<file path="src/rtl/fac_pkg.sv">
// Shared types and constants for the frustum box cull unit.
package fac_pkg;

    localparam int COORD_BITS = 32;
    localparam int FRAC_BITS  = 16;
    localparam int NUM_PLANES = 6;
    // plane components are sums of two coordinates
    localparam int PL_BITS    = COORD_BITS + 1;
    localparam int PROD_BITS  = PL_BITS + COORD_BITS;
    // four terms per plane
    localparam int SUM_BITS   = PROD_BITS + 2;

    localparam logic FUNC_LOAD = 1'b0;
    localparam logic FUNC_TEST = 1'b1;

    // comp[0..2] is the normal, comp[3] is d; corner is the picked box corner
    typedef struct packed {
        logic [3:0][PL_BITS-1:0]    comp;
        logic [2:0][COORD_BITS-1:0] corner;
    } t_plane;

    typedef struct packed {
        logic                          was_test;
        t_plane [NUM_PLANES-1:0]       planes;
    } t_job;

endpackage

</file>
<file path="src/rtl/fac_in_if.sv">
// Input channel: matrix loads and box tests.
interface fac_in_if import fac_pkg::*; ();
    logic                         valid;
    logic                         ready;
    logic                         func;
    logic [1:0]                   vec_index;
    logic signed [COORD_BITS-1:0] vec_x;
    logic signed [COORD_BITS-1:0] vec_y;
    logic signed [COORD_BITS-1:0] vec_z;
    logic signed [COORD_BITS-1:0] vec_w;
    logic signed [COORD_BITS-1:0] min_x;
    logic signed [COORD_BITS-1:0] min_y;
    logic signed [COORD_BITS-1:0] min_z;
    logic signed [COORD_BITS-1:0] max_x;
    logic signed [COORD_BITS-1:0] max_y;
    logic signed [COORD_BITS-1:0] max_z;

    modport source (
        output valid, func, vec_index, vec_x, vec_y, vec_z, vec_w,
               min_x, min_y, min_z, max_x, max_y, max_z,
        input  ready
    );
    modport sink (
        input  valid, func, vec_index, vec_x, vec_y, vec_z, vec_w,
               min_x, min_y, min_z, max_x, max_y, max_z,
        output ready
    );
endinterface

</file>
<file path="src/rtl/fac_front.sv">
// Front end: holds the matrix, forms the six planes and picks box corners.
module fac_front import fac_pkg::*; (
    input  logic    i_clk,
    input  logic    i_rst_n,
    fac_in_if.sink  i_in,
    output logic    o_push,
    output t_job    o_job,
    input  logic    i_full
);

    logic [3:0][3:0][COORD_BITS-1:0] r_mat;
    logic [2:0][COORD_BITS-1:0]      bmin;
    logic [2:0][COORD_BITS-1:0]      bmax;
    logic                            xfer;

    assign i_in.ready = !i_full;
    assign xfer       = i_in.valid && !i_full;
    assign o_push     = xfer;

    assign bmin = {i_in.min_z, i_in.min_y, i_in.min_x};
    assign bmax = {i_in.max_z, i_in.max_y, i_in.max_x};

    always_ff @(posedge i_clk) begin
        if (!i_rst_n) begin
            r_mat <= '0;
        end else if (xfer && i_in.func == FUNC_LOAD) begin
            r_mat[i_in.vec_index] <= {i_in.vec_w, i_in.vec_z, i_in.vec_y, i_in.vec_x};
        end
    end

    // plane p uses row p/2, subtracted for odd p
    always_comb begin
        logic [PL_BITS-1:0] a_ext;
        logic [PL_BITS-1:0] b_ext;
        logic [PL_BITS-1:0] sum;
        o_job.was_test = i_in.func;
        for (int p = 0; p < NUM_PLANES; p++) begin
            for (int e = 0; e < 4; e++) begin
                a_ext = {r_mat[3][e][COORD_BITS-1], r_mat[3][e]};
                b_ext = {r_mat[p >> 1][e][COORD_BITS-1], r_mat[p >> 1][e]};
                sum   = ((p & 1) != 0) ? a_ext - b_ext : a_ext + b_ext;
                o_job.planes[p].comp[e] = sum;
            end
            for (int e = 0; e < 3; e++) begin
                o_job.planes[p].corner[e] = o_job.planes[p].comp[e][PL_BITS-1] ?
                                            bmin[e] : bmax[e];
            end
        end
    end

endmodule

</file>
<file path="src/flat_wrapper.sv">
// flat-port wrapper written by rule: the top's interface ports become plain ports
module fac_front_flat import fac_pkg::*;
  (i_clk, i_rst_n, o_push, o_job, i_full, i_in_valid, i_in_func, i_in_vec_index, i_in_vec_x, i_in_vec_y, i_in_vec_z, i_in_vec_w, i_in_min_x, i_in_min_y, i_in_min_z, i_in_max_x, i_in_max_y, i_in_max_z, i_in_ready);
  fac_in_if i_in_i ();
  input  logic i_clk;
  input  logic i_rst_n;
  output logic o_push;
  output t_job o_job;
  input  logic i_full;
  input wire logic [$bits(i_in_i.valid)-1:0] i_in_valid;
  input wire logic [$bits(i_in_i.func)-1:0] i_in_func;
  input wire logic [$bits(i_in_i.vec_index)-1:0] i_in_vec_index;
  input wire logic [$bits(i_in_i.vec_x)-1:0] i_in_vec_x;
  input wire logic [$bits(i_in_i.vec_y)-1:0] i_in_vec_y;
  input wire logic [$bits(i_in_i.vec_z)-1:0] i_in_vec_z;
  input wire logic [$bits(i_in_i.vec_w)-1:0] i_in_vec_w;
  input wire logic [$bits(i_in_i.min_x)-1:0] i_in_min_x;
  input wire logic [$bits(i_in_i.min_y)-1:0] i_in_min_y;
  input wire logic [$bits(i_in_i.min_z)-1:0] i_in_min_z;
  input wire logic [$bits(i_in_i.max_x)-1:0] i_in_max_x;
  input wire logic [$bits(i_in_i.max_y)-1:0] i_in_max_y;
  input wire logic [$bits(i_in_i.max_z)-1:0] i_in_max_z;
  output wire logic [$bits(i_in_i.ready)-1:0] i_in_ready;
  assign i_in_i.valid = i_in_valid;
  assign i_in_i.func = i_in_func;
  assign i_in_i.vec_index = i_in_vec_index;
  assign i_in_i.vec_x = i_in_vec_x;
  assign i_in_i.vec_y = i_in_vec_y;
  assign i_in_i.vec_z = i_in_vec_z;
  assign i_in_i.vec_w = i_in_vec_w;
  assign i_in_i.min_x = i_in_min_x;
  assign i_in_i.min_y = i_in_min_y;
  assign i_in_i.min_z = i_in_min_z;
  assign i_in_i.max_x = i_in_max_x;
  assign i_in_i.max_y = i_in_max_y;
  assign i_in_i.max_z = i_in_max_z;
  assign i_in_ready = i_in_i.ready;
  fac_front u_core (.i_clk(i_clk), .i_rst_n(i_rst_n), .i_in(i_in_i), .o_push(o_push), .o_job(o_job), .i_full(i_full));
endmodule
</file>
<file path="config.mk">
export PLATFORM = sky130hd
export DESIGN_NAME = fac_front_flat
export DESIGN_NICKNAME = d
export VERILOG_FILES = /design/src/rtl/fac_pkg.sv /design/src/rtl/fac_in_if.sv /design/src/rtl/fac_front.sv /design/src/flat_wrapper.sv
export SDC_FILE = /design/constraint.sdc
export NUM_CORES = 2
export LEC_CHECK = 0
export BUFFER_PORTS_ARGS = -buffer_cell sky130_fd_sc_hd__buf_2
export CORE_AREA = 2 2 664 666
export CTS_CLUSTER_SIZE = 40
export DETAILED_ROUTE_END_ITERATION = 10
export DIE_AREA = 0 0 666 668
export GPL_TIMING_DRIVEN = 1
export PLACE_DENSITY = 0.42
export SYNTH_ARGS = -nofsm -noshare
export SYNTH_HDL_FRONTEND = slang
export SYNTH_SLANG_ARGS = --single-unit
</file>
<file path="constraint.sdc">
create_clock -name i_clk -period 9.24 [get_ports i_clk]
set_input_delay 0.924 -clock i_clk [delete_from_list [all_inputs] [get_ports i_clk]]
set_output_delay 0.924 -clock i_clk [all_outputs]
set_load 0.005 [all_outputs]
</file>
==> out/summary.json <==
{
  "setup_path": {
    "crit_family": "compound AO/OA/AOI/OAI gates",
    "critical_path_arrival_ns": 6.11,
    "criticalPathCategory": "register to output pin",
    "endpoint_kind": "output pin",
    "cells_along_the_critical_path": "inv_1 -> fa_1 -> nor2b_1 -> o21ai_1 -> a21boi_0 -> o21ai_1 -> a211oi_2 -> a2111oi_1 -> nor3_1 -> a31oi_1 -> a21o_1 -> a31oi_4 -> mux2_2 -> buf_2",
    "cp-startpoint": "u_core.r_mat[385]",
    "worstPathMaxFanout": 33,
    "worst_path_max_delay_cell": "sky130_fd_sc_hd__a31oi_4",
    "start_kind": "register",
    "crit_buf_inv": 2,
    "max_stage_delay_ns": 0.97,
    "cp_data_required_time_ns": 8.32,
    "regToRegStartpoint": "u_core.r_mat[481]",
    "critical-path-top-cell-by-count": "sky130_fd_sc_hd__o21ai_1"
  },
  "outcome": {
    "run_status": "finished clean"
  },
  "synthesis": {
    "yosys.area.top_type_share_pct": 15.3,
    "synthesis.instances": 9170,
    "synth_fp_nets": 10300,
    "postSynth.asyncResetShare_pct": 0,
    "synth-seq-cells": 512,
    "synth.lib_cells_used.distinct": 106,
    "synth_edf_count": 0,
    "synth_area_leader_cell": "sky130_fd_sc_hd__dfxtp_1",
    "synth_most_common_cell": "sky130_fd_sc_hd__nand2_1",
    "netlist_top_cells_count": "sky130_fd_sc_hd__nand2_1 (1,261), sky130_fd_sc_hd__a21oi_1 (825), sky130_fd_sc_hd__ha_1 (768), sky130_fd_sc_hd__inv_1 (746), sky130_fd_sc_hd__nor2_1 (675)",
    "postSynthAreaPerCell_um2": 7.33,
    "yosys_warnings": 0,
    "ys_seq_area_share_pct": 15.3,
    "ys.flop_type": "sky130_fd_sc_hd__dfxtp_1",
    "netlist_area_um2": 67200,
    "netlist_top_cells_area": "sky130_fd_sc_hd__dfxtp_1 (15%), sky130_fd_sc_hd__ha_1 (14%), sky130_fd_sc_hd__xnor2_1 (7.4%), sky130_fd_sc_hd__nand2_1 (7.0%), sky130_fd_sc_hd__mux2_2 (7.0%)"
  },
  "floorplan": {
    "floorplan.io_pins": 1698,
    "fp.dieH_um": 668,
    "die_width_um": 666,
    "core_region_area_um2": 437000,
    "starting_density_pct": 15.4,
    "placementRows": 243,
    "floorplan.die_area_um2": 445000
  },
  "layout": {
    "largest_register": "u_core.r_mat",
    "layout-area-overhead-vs-synth_pct": 24.4,
    "finalNetCount": 11500,
    "postLayoutCoreUtil_pct": 19.1,
    "multiInputGateArea_um2": 51600,
    "largestRegisters": "u_core.r_mat x512",
    "final_layout_size_suffix_gt1_share_pct": 23.3,
    "largest_reg_flops": 512,
    "fillCellCount": 49800,
    "sequential_cell_area_in_the_final_layout_um2": 10200
  },
  "pwr": {
    "ir_drop_worst_case_vdd_mv": 0.111,
    "power-per-cell-area_nw_per_um2": 119,
    "static-leakage-power_uw": 0.0370
  },
  "drt": {
    "routedWlPerCell_um": 26.5,
    "postRouteWirelength_mm": 430,
    "drc_errors": 0,
    "num_vias": 72700,
    "final_antenna_net_count": 0,
    "first_iter_violations": 6060,
    "routed_via_count_divided_by_cell_count": 4.48,
    "dr.pass1.iters": 6
  },
  "sta": {
    "finalHoldViolCount": 0,
    "max_clock_freq_ghz": 0.142,
    "fin_tns_setup_ns": 0,
    "grt_setup_unrepaired": "no",
    "max_slew.worst_pin.slew_ns": 1.24,
    "period_share_pct": 76.1,
    "slew_headroom_pct": 17.1,
    "finalHoldWorstSlack_ns": 0.426,
    "timing.final.max_slew_violations": 0,
    "min_period_ns": 7.04,
    "setup_viol_count_final": 0,
    "clock_skew_ns": 0
  },
  "grt": {
    "global_route.peak_usage_layer": "met2",
    "grt_first_pass_wirelength_mm": 575,
    "grt_overflow": 0,
    "gr-usage-met3_pct": 3.84,
    "gr-usage-met2_pct": 28.1,
    "largest_net_degree_at_the_start_of_global_routing": 200,
    "use_met1_pct": 25.3,
    "vias_in_the_first_global_route": 67400,
    "grtUsageTotal_pct": 18.2,
    "antenna_found_initial": 129
  },
  "clocking": {
    "numCtsBuffers": 75,
    "postCtsHoldBufs": 0,
    "post-cts-setup-buffer-count": 0,
    "max-clock-path-buffers": 4,
    "clock_tree_from_tritoncts": "done",
    "clk_transition_reported_paths_ns": 0.06,
    "h_tree_level_count": 3,
    "cts_sinks": 512,
    "post_cts_resized": 0,
    "clkLatencyLatePin_ns": 0.76,
    "clock_tree.root_cell": "sky130_fd_sc_hd__clkbuf_16"
  },
  "hold_path": {
    "hold_class": "input port to register",
    "timing.hold.worst.start": "i_in_vec_x[24]"
  },
  "placement": {
    "port-buffer-count": 1697,
    "hpwl_reported_at_the_end_of_detailed_placement_mm": 366,
    "routability_driven_placement_congestion_ratio": 0.948
  },
  "job": {
    "number_of_maximum_capacitance_violations": 0
  }
}
## where the power goes
part / switching (uW) / internal [uW]
logic: 2800 / 1710
clock network: 1290 / 1840
registers: 46.1 / 2240
total: 4140 / 5790
## logic make-up (layout without fill, tap and decap cells)
| group | count (synthesis) | count (layout) | share of synthesized area (%) |
|---|---|---|---|
| adder cells (fa/ha/maj) | 792 | 792 | 15.0 |
| XOR/XNOR | 681 | 681 | 8.88 |
| multiplexers | 579 | 579 | 9.68 |
| AND/OR/NAND/NOR | 2587 | 2587 | 16.7 |
| AO/OA/AOI/OAI | 2620 | 2620 | 26.3 |
| buffers and inverters | 1399 | 2641 | 8.23 |
| flip-flops | 512 | 512 | 15.3 |
| other | 0 | 58 | 0 |
## through the flow
stage | instance area (um^2) | instances | setup WS [ns] | power (uW)
floorplan | 67200 | 9170 | 4.76 | 4420
global placement | 80900 | 16000 | 2.92 | 6890
detailed placement | 80900 | 16000 | 2.88 | 6850
CTS | 83400 | 16200 | 1.97 | 10100
global route | 83500 | 16200 | 1.70 | 10300
finish | 83600 | 16200 | 2.20 | 9930
## tightest hold or removal path: cells and delay by family
kind                   cells  cell delay (ns)
AO/OA/AOI/OAI              1             0.06
AND/OR/NAND/NOR            1             0.05
buffers and inverters      1             0.13
## per-layer routing
layer	share of wire, %	wire [um]	vias to the layer above
li1	-	-	34100
met1	47	200000	35600
met2	44	187000	2556
met3	6.8	29200	434
met4	3.1	13500	10
met5	0.013	55	-
## area by class of cell
type                       count  share of cell area, %
clock buffer                  88                   2.39
inverter                     755                   3.39
sequential                   512                   12.3
timing repair buffer        1757                   10.8
tap                         5757                   8.62
clock inverter                41                  0.644
multi-input combinational   7259                   61.8
antenna                       58                  0.174
## cells in the final DEF (no fill, tap or decap), types with 76 or more instances in the layout
cell type,netlist,routed
sky130_fd_sc_hd__mux2i_1,98,98
sky130_fd_sc_hd__nor2b_1,91,90
sky130_fd_sc_hd__nand2b_1,85,85
sky130_fd_sc_hd__mux2_2,418,418
sky130_fd_sc_hd__o21bai_1,192,192
sky130_fd_sc_hd__clkbuf_16,0,76
sky130_fd_sc_hd__o21ai_0,259,259
sky130_fd_sc_hd__a221oi_1,83,83
sky130_fd_sc_hd__nand3_1,86,85
sky130_fd_sc_hd__xnor2_1,569,568
sky130_fd_sc_hd__a21boi_0,544,544
sky130_fd_sc_hd__ha_1,768,764
sky130_fd_sc_hd__dfxtp_1,512,512
sky130_fd_sc_hd__xor2_1,112,112
sky130_fd_sc_hd__inv_1,746,745
sky130_fd_sc_hd__buf_2,67,1696
sky130_fd_sc_hd__a221o_1,102,102
sky130_fd_sc_hd__a21o_1,135,135
sky130_fd_sc_hd__a21oi_1,825,825
sky130_fd_sc_hd__nor3_1,125,120
sky130_fd_sc_hd__nor2_1,675,673
sky130_fd_sc_hd__nand2_1,1261,1261
## path summary, 6_finish.rpt
check	slack, ns	end	cells after the start
worst max-delay path	2.20	o_job[1164]	14
worst min-delay path	0.43	u_core.r_mat[152]	3
worst max register to register	8.12	u_core.r_mat[481]	2
worst min register to register	0.48	u_core.r_mat[228]	2
Note: power is estimated with default switching activity, not from simulation.
